===== config.mk =====
export PLATFORM = sky130hd
export DESIGN_NAME = lifo_stack_with_peek_core
export DESIGN_NICKNAME = d
export VERILOG_FILES = /design/src/design/lsp_pkg.sv /design/src/design/lsp_ctrl.sv /design/src/design/lsp_datapath.sv /design/src/design/lifo_stack_with_peek_core.sv
export SDC_FILE = /design/constraint.sdc
export NUM_CORES = 1
export LEC_CHECK = 0
export BUFFER_PORTS_ARGS = -buffer_cell sky130_fd_sc_hd__buf_2
export CAP_MARGIN = 15
export CORE_MARGIN = 1
export CORE_UTILIZATION = 45
export CTS_BUF_LIST = sky130_fd_sc_hd__clkbuf_16
export DETAILED_ROUTE_END_ITERATION = 8
export HOLD_SLACK_MARGIN = 0.05
export SLEW_MARGIN = 25
export SYNTH_ARGS = -nofsm -noshare
export SYNTH_HDL_FRONTEND = slang
export SYNTH_SLANG_ARGS = --single-unit
export TNS_END_PERCENT = 10

===== constraint.sdc =====
create_clock -name clk -period 7.63 [get_ports clk]
set_input_delay 2.289 -clock clk [delete_from_list [all_inputs] [get_ports clk]]
set_output_delay 2.289 -clock clk [all_outputs]
set_load 0.01 [all_outputs]

===== src/design/lsp_pkg.sv =====
// Shared types and constants for the LIFO stack with peek.
// Used by the controller, the datapath and the top level; depends on nothing.
package lsp_pkg;

  // Default number of storage words in the stack.
  localparam int unsigned DEFAULT_DEPTH = 16;

  // Width of the count, capacity and position fields.
  localparam int unsigned CNT_W = 5;

  // Width of one stored word.
  localparam int unsigned WORD_W = 32;

  // Capacity register value after reset.
  localparam logic [CNT_W-1:0] CAP_RESET = 5'd16;

  typedef enum logic [2:0] {
    CMD_PUSH   = 3'd0,
    CMD_POP    = 3'd1,
    CMD_PEEK   = 3'd2,
    CMD_TOP    = 3'd3,
    CMD_BOTTOM = 3'd4
  } cmd_e_t;

  typedef enum logic [1:0] {
    ST_OK        = 2'd0,
    ST_OVERFLOW  = 2'd1,
    ST_UNDERFLOW = 2'd2,
    ST_BADPOS    = 2'd3
  } status_e_t;

  typedef enum logic [1:0] {
    S_IDLE,
    S_EXEC,
    S_RESP
  } state_t;

  // Controller to datapath commands.
  typedef struct packed {
    logic load;  // Capture the incoming command beat.
    logic exec;  // Execute the captured command against the stack.
  } dp_cmd_t;

endpackage


===== src/design/lsp_ctrl.sv =====
// Sequencing state machine for the LIFO stack with peek.
// Depends on lsp_pkg for the state type and the datapath command struct.
module lsp_ctrl (
  input  logic             clk,
  input  logic             rst,
  input  logic             start,
  output logic             busy,
  output logic             done,
  output lsp_pkg::dp_cmd_t dp_cmd
);
  import lsp_pkg::*;

  state_t state;
  state_t state_next;

  always_ff @(posedge clk) begin
    if (rst) begin
      state <= S_IDLE;
    end else begin
      state <= state_next;
    end
  end

  always_comb begin
    state_next  = state;
    busy        = 1'b1;
    done        = 1'b0;
    dp_cmd.load = 1'b0;
    dp_cmd.exec = 1'b0;
    case (state)
      S_IDLE: begin
        busy = 1'b0;
        if (start) begin
          dp_cmd.load = 1'b1;
          state_next  = S_EXEC;
        end
      end
      S_EXEC: begin
        dp_cmd.exec = 1'b1;
        state_next  = S_RESP;
      end
      S_RESP: begin
        done       = 1'b1;
        state_next = S_IDLE;
      end
      default: begin
        state_next = S_IDLE;
      end
    endcase
  end

endmodule


===== src/design/lsp_datapath.sv =====
// Stack storage, count and capacity registers, and result formation.
// Depends on lsp_pkg for command and status codes and the command struct.
module lsp_datapath #(
  parameter int unsigned DEPTH = lsp_pkg::DEFAULT_DEPTH
) (
  input  logic                              clk,
  input  logic                              rst,
  input  lsp_pkg::dp_cmd_t                  dp_cmd,
  input  logic [2:0]                        command,
  input  logic signed [lsp_pkg::WORD_W-1:0] push_value,
  input  logic [lsp_pkg::CNT_W-1:0]         position,
  input  logic                              cfg_wr,
  input  logic [lsp_pkg::CNT_W-1:0]         cfg_data,
  output logic signed [lsp_pkg::WORD_W-1:0] read_data,
  output logic [1:0]                        status,
  output logic [lsp_pkg::CNT_W-1:0]         entry_count,
  output logic                              is_empty,
  output logic                              is_full
);
  import lsp_pkg::*;

  localparam int unsigned AW = (DEPTH > 1) ? $clog2(DEPTH) : 1;
  localparam int unsigned MaxCount = (1 << CNT_W) - 1;
  localparam int unsigned CapLimitInt = (DEPTH < MaxCount) ? DEPTH : MaxCount;
  localparam logic [CNT_W-1:0] CAP_LIMIT = CNT_W'(CapLimitInt);

  logic [WORD_W-1:0] mem [DEPTH];

  logic [CNT_W-1:0]  capacity;
  logic [CNT_W-1:0]  count;
  logic [CNT_W-1:0]  count_next;
  logic [2:0]        held_cmd;
  logic [WORD_W-1:0] held_value;
  logic [CNT_W-1:0]  held_pos;
  status_e_t         result_status;
  status_e_t         result_status_next;
  logic              data_sel;
  logic              data_sel_next;
  logic [WORD_W-1:0] read_word;
  logic [CNT_W-1:0]  raddr;
  logic              we;
  logic [CNT_W-1:0]  cap_eff;

  // A capacity above the storage depth acts as the depth.
  assign cap_eff = (capacity > CAP_LIMIT) ? CAP_LIMIT : capacity;

  always_comb begin
    result_status_next = ST_OK;
    count_next         = count;
    we                 = 1'b0;
    raddr              = '0;
    data_sel_next      = 1'b0;
    case (held_cmd)
      CMD_PUSH: begin
        if (count >= cap_eff) begin
          result_status_next = ST_OVERFLOW;
        end else begin
          we         = 1'b1;
          count_next = count + 1'b1;
        end
      end
      CMD_POP: begin
        if (count == '0) begin
          result_status_next = ST_UNDERFLOW;
        end else begin
          count_next    = count - 1'b1;
          raddr         = count - 1'b1;
          data_sel_next = 1'b1;
        end
      end
      CMD_PEEK: begin
        if (held_pos == '0 || held_pos > count) begin
          result_status_next = ST_BADPOS;
        end else begin
          raddr         = count - held_pos;
          data_sel_next = 1'b1;
        end
      end
      CMD_TOP: begin
        if (count == '0) begin
          result_status_next = ST_UNDERFLOW;
        end else begin
          raddr         = count - 1'b1;
          data_sel_next = 1'b1;
        end
      end
      CMD_BOTTOM: begin
        if (count == '0) begin
          result_status_next = ST_UNDERFLOW;
        end else begin
          data_sel_next = 1'b1;
        end
      end
      default: begin
        result_status_next = ST_OK;
      end
    endcase
  end

  always_ff @(posedge clk) begin
    if (rst) begin
      capacity <= CAP_RESET;
      count    <= '0;
    end else begin
      if (cfg_wr) begin
        capacity <= cfg_data;
      end
      if (dp_cmd.exec) begin
        count <= count_next;
      end
    end
  end

  always_ff @(posedge clk) begin
    if (dp_cmd.load) begin
      held_cmd   <= command;
      held_value <= push_value;
      held_pos   <= position;
    end
    if (dp_cmd.exec) begin
      result_status <= result_status_next;
      data_sel      <= data_sel_next;
    end
  end

  // Pushes only succeed while count is below the depth, so the write address fits.
  always_ff @(posedge clk) begin
    if (dp_cmd.exec && we) begin
      mem[AW'(count)] <= held_value;
    end
    if (dp_cmd.exec) begin
      read_word <= mem[AW'(raddr)];
    end
  end

  assign read_data   = data_sel ? read_word : '0;
  assign status      = result_status;
  assign entry_count = count;
  assign is_empty    = (count == '0);
  assign is_full     = (count >= cap_eff);

endmodule


===== src/design/lifo_stack_with_peek_core.sv =====
// LIFO stack with peek: top level joining the controller and the datapath.
// A command beat is captured, executed against the stack with a registered storage read,
// and answered with its result strobe in the respond step; a new beat is taken only
// once the previous command has been answered and the controller is back in idle.
// Reset: synchronous, active high; clears the count, sets capacity to 16, and leaves
// the stored words undefined. The receiver cannot stall, so each result lasts one cycle.
module lifo_stack_with_peek_core #(
  parameter int unsigned DEPTH = lsp_pkg::DEFAULT_DEPTH
) (
  input  logic                              clk,
  input  logic                              rst,
  // Command channel: a beat is taken when start is high and busy is low.
  input  logic                              start,
  output logic                              busy,
  input  logic [2:0]                        command,
  input  logic signed [lsp_pkg::WORD_W-1:0] push_value,
  input  logic [lsp_pkg::CNT_W-1:0]         position,
  // Capacity register write channel.
  input  logic                              cfg_valid,
  output logic                              cfg_ready,
  input  logic [lsp_pkg::CNT_W-1:0]         cfg_data,
  // Result channel: valid for the single cycle in which done is high.
  output logic                              done,
  output logic signed [lsp_pkg::WORD_W-1:0] read_data,
  output logic [1:0]                        status,
  output logic [lsp_pkg::CNT_W-1:0]         entry_count,
  output logic                              is_empty,
  output logic                              is_full
);
  import lsp_pkg::*;

  dp_cmd_t dp_cmd;
  logic    cfg_wr;

  // The capacity register is written only between commands, so the
  // configuration channel is open exactly when the command channel is.
  assign cfg_ready = ~busy;
  assign cfg_wr    = cfg_valid & cfg_ready;

  // The controller steps each command through capture, execute and respond.
  lsp_ctrl u_ctrl (
    .clk    (clk),
    .rst    (rst),
    .start  (start),
    .busy   (busy),
    .done   (done),
    .dp_cmd (dp_cmd)
  );

  // The datapath holds the words, the count and the capacity, and forms
  // the result fields that are presented while done is high.
  lsp_datapath #(
    .DEPTH (DEPTH)
  ) u_datapath (
    .clk         (clk),
    .rst         (rst),
    .dp_cmd      (dp_cmd),
    .command     (command),
    .push_value  (push_value),
    .position    (position),
    .cfg_wr      (cfg_wr),
    .cfg_data    (cfg_data),
    .read_data   (read_data),
    .status      (status),
    .entry_count (entry_count),
    .is_empty    (is_empty),
    .is_full     (is_full)
  );

endmodule


==> summary.md, run 1 <==
| Metric | Value |
|---|---|
| Status | completed |
| Final antenna-violating net count | 0 |
| Min Clock Period, post-route | 5030 ps |
| Max Cap Viol | 0 |
| Comb pwr share | 3.4% |
| Via-to-Cell Ratio | 5.89 |
| DRC violations left | 0 |
| Mapped cell area | 23800 µm² |
| Routed WL | 59300 µm |
| Postcts setup bufs | 0 |
| Pint | 5.26 mW |
| Die Area | 53900 µm² |
| CP endpoint kind | register |
| Setup slack, reg-to-reg | 2600 ps |
| Register area | 17900 µm² |
| Finished Cell Area | 26800 µm² |
| Vias in the first global route | 13607 |
| # rows | 83 |
| # IOs | 93 |
| Reg clk slew, reported paths | 60 ps |
| Clk root buf | clkbuf_16 |
| Peak VDD IR | 169 µV |
| CTS Hold Bufs | 0 |
| Multi-input logic area | 5510 µm² |
| Initial drt markers | 1425 |
| Worst hold slack | 482 ps |
| IO buf count | 92 |
| Ranking of synthesized cells by area | edfxtp_1, a311oi_1, nand2_1 |
| Synth Instances | 1573 |
| Synth unique cells | 46 |
| F_max | 199 MHz |
| Ys Warns | 0 |
| Buf+Inv Stages, Crit Path | 2 |
| Max_slew headroom | 32.3% |
| Largest net degree at the start of global routing | 186 |
| Core Box Area | 51800 µm² |
| Commonest cells after routing, fill and taps aside | edfxtp_1, nand2_1, and3_1 |
| Leak Pwr | 9.05 nW |
| Initial core utilization | 46.0% |
| Placed Area | 25000 µm² |
| Clock Sinks | 599 |
| Delay of the slowest critical-path stage | 970 ps |
| Die W | 232 µm |
| Seq/Total Area, Yosys | 75.0% |
| Initial antenna violation count | 0 |
| Setup CP Type | register to register |
| Total grt overflow | 0 |
| N_diodes | 0 |
| FF+latch count, synth | 599 |
| # resized after CTS | 0 |
| Wire length per cell | 25.1 µm |
| Worst Skew | 15.6 ps |
| Total power | 6.64 mW |
| Nets@finish | 1709 |
| Synth Flop Type | edfxtp_1 |
| Fillers | 4282 |
| Cell Chain, Critical Path | inv_1, ha_1, or4b_1, a21oi_1, nand3_4, nand2_4, buf_12, a211oi_1, a311oi_1, or4_1 |
| Sw Pwr | 1.38 mW |
| Clk buf depth | 3 |
| Switching Share | 20.7% |
| Hold WC Path Type | register to register |
| Period Utilization, post-route | 66.0% |
| HPWL after DPL | 27300 µm |
| Family with the most delay on the worst path | simple AND/OR/NAND/NOR gates |
| CTS Buf Count | 61 |
| Post-Route Setup TNS | 0 ps |
| Post-synth top area share | 74.0% |
| PD cells | 248 nW/µm² |
| Synth Area per Inst | 15.1 µm² |
| Max-slew violation count | 0 |
| Inst Count DP | 2258 |
| DRT Pass-1 Iters | 6 |
| Actual slew at the worst max-slew pin | 1020 ps |
| CP arrival | 5520 ps |
| Syn nets | 1640 |
| RSZ-0062 raised after global routing | false |
| Share of cells above drive strength 1 | 15.0% |
| Worst r2r src | u_datapath.entry_count[0] |
| Clock power frac | 40.8% |
| Final setup fails | 0 |
| CTS tree | done |
| Area Overhead vs Synth | 12.6% |
| Non-filler cells, final | 2364 |
| Global-route wire length before repair | 87500 µm |
| Worst endpoint required time | 8110 ps |
| Number of synthesized flops with an enable pin | 587 |
| Slowest-stage cell, CP | nand2_4 |
| Flop pwr share | 55.9% |
| HP Start | u_datapath.capacity[0] |
| Crit path from | u_datapath.entry_count[0] |
| GRT Total Usage | 22.3% |
| Vias post-DR | 13922 |
| Highest fanout seen on the critical path | 185 |
| Worst-Skew Late Latency | 610 ps |
| Gpl congestion | 0.843 |
| H-tree levels | 2 |
| CP Launch Type | register |
| Most common cell after layout, fill and taps aside | edfxtp_1 |
| Final hold vios | 0 |
| Asr flop ratio synth | 0% |
| Die Y | 232 µm |
| Leading area contributor after synthesis | edfxtp_1 |
[registers in the layout (all words and copies together), names as in the netlist]
register	cells
u_datapath.data_sel	1
u_ctrl.state	2
u_datapath.entry_count	5
u_datapath.held_value	32
u_datapath.read_word	32
u_datapath.held_pos	5
u_datapath.status	2
u_datapath.held_cmd	3
u_datapath.capacity	5
u_datapath.mem	512
[stage by stage]
step           util (%)  setup WS, ps
4_1_cts            51.7          2630
5_1_grt            51.7          2290
3_3_place_gp       48.2          2760
3_5_place_dp       48.2          2670
6_report           51.7          2600
2_1_floorplan         -          2870
[cells by family after synthesis]
logic type               share of synthesized area (%)
adder cells (fa/ha/maj)                          0.977
buffers and inverters                             2.56
multiplexers                                     0.305
AND/OR/NAND/NOR                                   11.0
AO/OA/AOI/OAI                                     10.0
flip-flops                                        75.0
XOR/XNOR                                         0.184
[per-layer routing]
metal / global-route usage [%] / vias up / wire, µm
li1: - / 6310 / -
met1: 31.4 / 7134 / 26600
met2: 36.3 / 396 / 28400
met3: 3.60 / 82 / 3290
met4: 5.12 / 0 / 1090
met5: 0 / - / 0
[synth_stat cells, types with 2 or more instances]
cell,number
buf_2,37
inv_1,13
and2_1,36
xnor2_1,5
a311oi_1,128
buf_1,8
dfxtp_1,12
nor2b_1,7
o21ai_0,4
nor2_1,26
nand3_1,4
a21o_1,2
or4_1,32
mux2i_1,5
a21oi_1,8
nor3_1,7
clkbuf_2,3
o21a_1,2
buf_4,3
and3_1,130
nand4_1,4
clkbuf_1,60
buf_6,7
ha_1,17
or3_1,2
mux2_2,2
edfxtp_1,587
a211oi_2,25
a211oi_1,104
nand2_1,272
nand2b_1,6
[area by class of cell]
cell class	count	area share, %
clock buffers	61	5.69
clock inverters	44	0.966
inverters	14	0.196
multi-input cells	842	20.5
flip-flops and latches	599	66.6
well taps	680	3.17
repair buffers	124	2.78
[final timing paths]
path,cells past startpoint,to
worst min-delay path,2,u_datapath.capacity[0]
worst max-delay path,10,u_datapath.read_word[26]
worst min register to register,2,u_datapath.capacity[0]
worst max register to register,10,u_datapath.read_word[26]
[power by group through the flow]
stage	Sequential (mW)	Combinational (mW)	Clock, mW
6_report	3.71	0.223	2.71
4_1_cts	3.71	0.224	2.76
2_1_floorplan	3.75	0.146	0
5_1_grt	3.71	0.243	2.89
3_5_place_dp	3.78	0.223	0
3_3_place_gp	3.78	0.220	0
[tightest hold or removal path, stage by stage (launching register included)]
cell	delay [ps]
dfxtp_1	320
mux2i_1	60
nor2_1	70
No activity file was read; power rests on OpenSTA's default activity.
==> run 2, diff against run 1 <==
--- a/config.mk
+++ b/config.mk
@@ -5,6 +5,7 @@
 export SDC_FILE = /design/constraint.sdc
 export NUM_CORES = 1
 export LEC_CHECK = 0
+export ABC_AREA = 1
 export BUFFER_PORTS_ARGS = -buffer_cell sky130_fd_sc_hd__buf_2
 export CAP_MARGIN = 15
 export CORE_MARGIN = 1
==> constraint.sdc (replaced) <==
create_clock -name clk -period 4.2 [get_ports clk]
set_input_delay 1.26 -clock clk [delete_from_list [all_inputs] [get_ports clk]]
set_output_delay 1.26 -clock clk [all_outputs]
set_load 0.01 [all_outputs]
==> run 2 against run 1 <==
Net effect:
- total power increased by 88%
- non-clock buffer count is 13 higher
- largest cell class unchanged
- sequential power up 82%
- critical endpoint is now read_data[1]
==> summary.md, run 2 <==
| Metric | Value |
|---|---|
| H-tree levels | 2 |
| Switching Share | 21.2% |
| Clk root buf | clkbuf_16 |
| Synth cell count leaders | edfxtp_1, nand3_1, nand2_1 |
| Final antenna-violating net count | 0 |
| Cell Chain, Critical Path | buf_4, nand2_1, inv_1, buf_2 |
| Setup CP Type | register to primary output |
| Largest regs | u_datapath.mem: 512 flops, u_datapath.held_value: 32 flops, u_datapath.read_word: 32 flops |
| IO buf count | 92 |
| Seq/Total Area, Yosys | 68.4% |
| Most common cell after layout, fill and taps aside | edfxtp_1 |
| CTS Hold Bufs | 0 |
| Commonest cells after routing, fill and taps aside | edfxtp_1, nand3_1, inv_1 |
| Clock power frac | 41.9% |
| R2r worst-path depth | 14 |
| Syn nets | 2432 |
| Synth Area per Inst | 11.0 µm² |
| Max_slew headroom | 22.0% |
| Worst hold slack | 498 ps |
| Max Cap Viol | 0 |
| Crit. path cell count | 4 |
| DRT Pass-1 Iters | 5 |
| Synth Flop Type | edfxtp_1 |
| Biggest register | u_datapath.mem |
| Clk buf depth | 3 |
| # IOs | 93 |
| CP Launch Type | register |
| Top-count cell post-synth | edfxtp_1 |
| Wire length per cell | 20.1 µm |
| # resized after CTS | 0 |
| Sw Pwr | 2.66 mW |
| Period Utilization, post-route | 88.2% |
| CTS tree | done |
| Highest fanout seen on the critical path | 17 |
| Non-filler cells, final | 3234 |
| Worst-Skew Late Latency | 630 ps |
| Max-slew violation count | 0 |
| CTS Buf Count | 60 |
| Reg clk slew, reported paths | 60 ps |
| FF+latch count, synth | 599 |
| Vias post-DR | 17126 |
| Leak Pwr | 12.0 nW |
| Ranking of synthesized cells by area | edfxtp_1, nand3_1, nand2_1 |
| Fillers | 4964 |
| Vias in the first global route | 17053 |
| # rows | 87 |
| Finished Cell Area | 29400 µm² |
| PD cells | 426 nW/µm² |
| F_max | 270 MHz |
| Postcts setup bufs | 0 |
| Pint | 9.86 mW |
| Peak VDD IR | 293 µV |
| Comb pwr share | 4.2% |
| Worst Skew | 33.6 ps |
| Flop pwr share | 53.9% |
| WHS Path Cells | 2 |
| Total grt overflow | 0 |
| Clock Sinks | 599 |
| Actual slew at the worst max-slew pin | 1170 ps |
| Synth unique cells | 30 |
| Final hold vios | 0 |
| Global-route wire length before repair | 99400 µm |
| Gpl congestion | 0.801 |
| Largest net degree at the start of global routing | 210 |
| Core Box Area | 56800 µm² |
| Worst endpoint required time | 2940 ps |
| HPWL after DPL | 31300 µm |
| Placed Area | 27500 µm² |
| Hold WC Path Type | register to register |
| Slowest-stage cell, CP | edfxtp_1 |
| GRT Total Usage | 22.3% |
| CP endpoint kind | primary output |
| Inst Count DP | 3122 |
| Asr flop ratio synth | 0% |
| Leading area contributor after synthesis | edfxtp_1 |
| Initial antenna violation count | 0 |
| Die Area | 59000 µm² |
| Delay of the slowest critical-path stage | 910 ps |
| Initial drt markers | 1545 |
| Mapped cell area | 26100 µm² |
| N_diodes | 0 |
| RSZ-0062 raised after global routing | false |
| Status | completed |
| Min Clock Period, post-route | 3710 ps |
| Via-to-Cell Ratio | 5.30 |
| Max reg flops | 512 |
| Buf+Inv Stages, Crit Path | 3 |
| Share of cells above drive strength 1 | 10.2% |
| Initial core utilization | 45.9% |
| Area Overhead vs Synth | 12.6% |
| Family with the most delay on the worst path | flip-flops |
| CP arrival | 2450 ps |
| Routed WL | 64900 µm |
| Ys Warns | 0 |
| Post-synth top area share | 67.5% |
| Final setup fails | 0 |
| Number of synthesized flops with an enable pin | 587 |
| DRC violations left | 0 |
| Nets@finish | 2495 |
| Die Y | 243 µm |
| Die W | 243 µm |
| Synth Instances | 2365 |
[run 2: changes by cell type in the layout (fill, tap and decap cells not counted), moves of 11 or more]
cell,before,now
nand3_1,2,584
inv_1,31,435
nand2_1,270,422
and3_1,130,0
a311oi_1,128,0
a211oi_1,104,0
nand3b_1,0,96
and2_1,34,0
or4_1,32,0
a211oi_2,25,0
buf_12,2,13
nor3_2,4,15
[run 2: path summary, 6_finish.rpt]
check	startpoint	to	slack, ps
setup / recovery	u_datapath.data_sel	read_data[1]	490
setup reg to reg	u_datapath.entry_count[2]	u_datapath.read_word[11]	780
hold / removal	u_datapath.capacity[0]	u_datapath.capacity[0]	500
hold reg to reg	u_datapath.capacity[0]	u_datapath.capacity[0]	500
[run 2: cell families after synthesis]
logic type | count (synthesis) | share of synthesized area, %
buf+inv | 559 | 8.75
fa+ha+maj | 18 | 0.891
xor+xnor | 6 | 0.201
flops | 599 | 68.4
simple gates | 1154 | 21.1
compound gates | 29 | 0.633
[run 2: per-stage QoR]
step | power, mW | util [%] | worst slack (ps) | setup TNS (ps)
floorplan | 7.17 | - | -78.6 | -22600
global placement | 7.39 | 48.3 | 975 | 0
detailed placement | 7.40 | 48.3 | 930 | 0
CTS | 12.6 | 51.7 | 491 | 0
global route | 12.9 | 51.7 | 449 | 0
finish | 12.5 | 51.7 | 495 | 0
[run 2: power by group through the flow]
stage	sequential, mW	clock [mW]	combinational (mW)
finish	6.75	5.24	0.527
global route	6.76	5.55	0.590
CTS	6.75	5.32	0.532
detailed placement	6.87	0	0.530
global placement	6.87	0	0.523
floorplan	6.83	0	0.346
[run 2: cell type report]
cell class,instances,area [µm²],area share (%)
Multi-Input combinational cell,1207,6100,20.8
Clock buffer,61,1530,5.19
Clock inverter,51,399,1.36
Timing Repair Buffer,137,961,3.27
Tap cell,756,946,3.22
Sequential cell,599,17900,60.8
Inverter,423,1590,5.42
[run 2: worst min-delay path, delay by kind of cell (launching register included)]
family	cells	cell delay (ps)
DFF	1	300
buffers and inverters	1	90
AOI/OAI and AO/OA	1	70
[run 2: metal layers]
metal	vias to the layer above	wire length (µm)	track usage, %
met1	8330	28000	29.6
li1	8093	-	-
met4	0	2260	8.75
met3	143	4110	3.47
met5	-	0	0
met2	560	30600	36.7
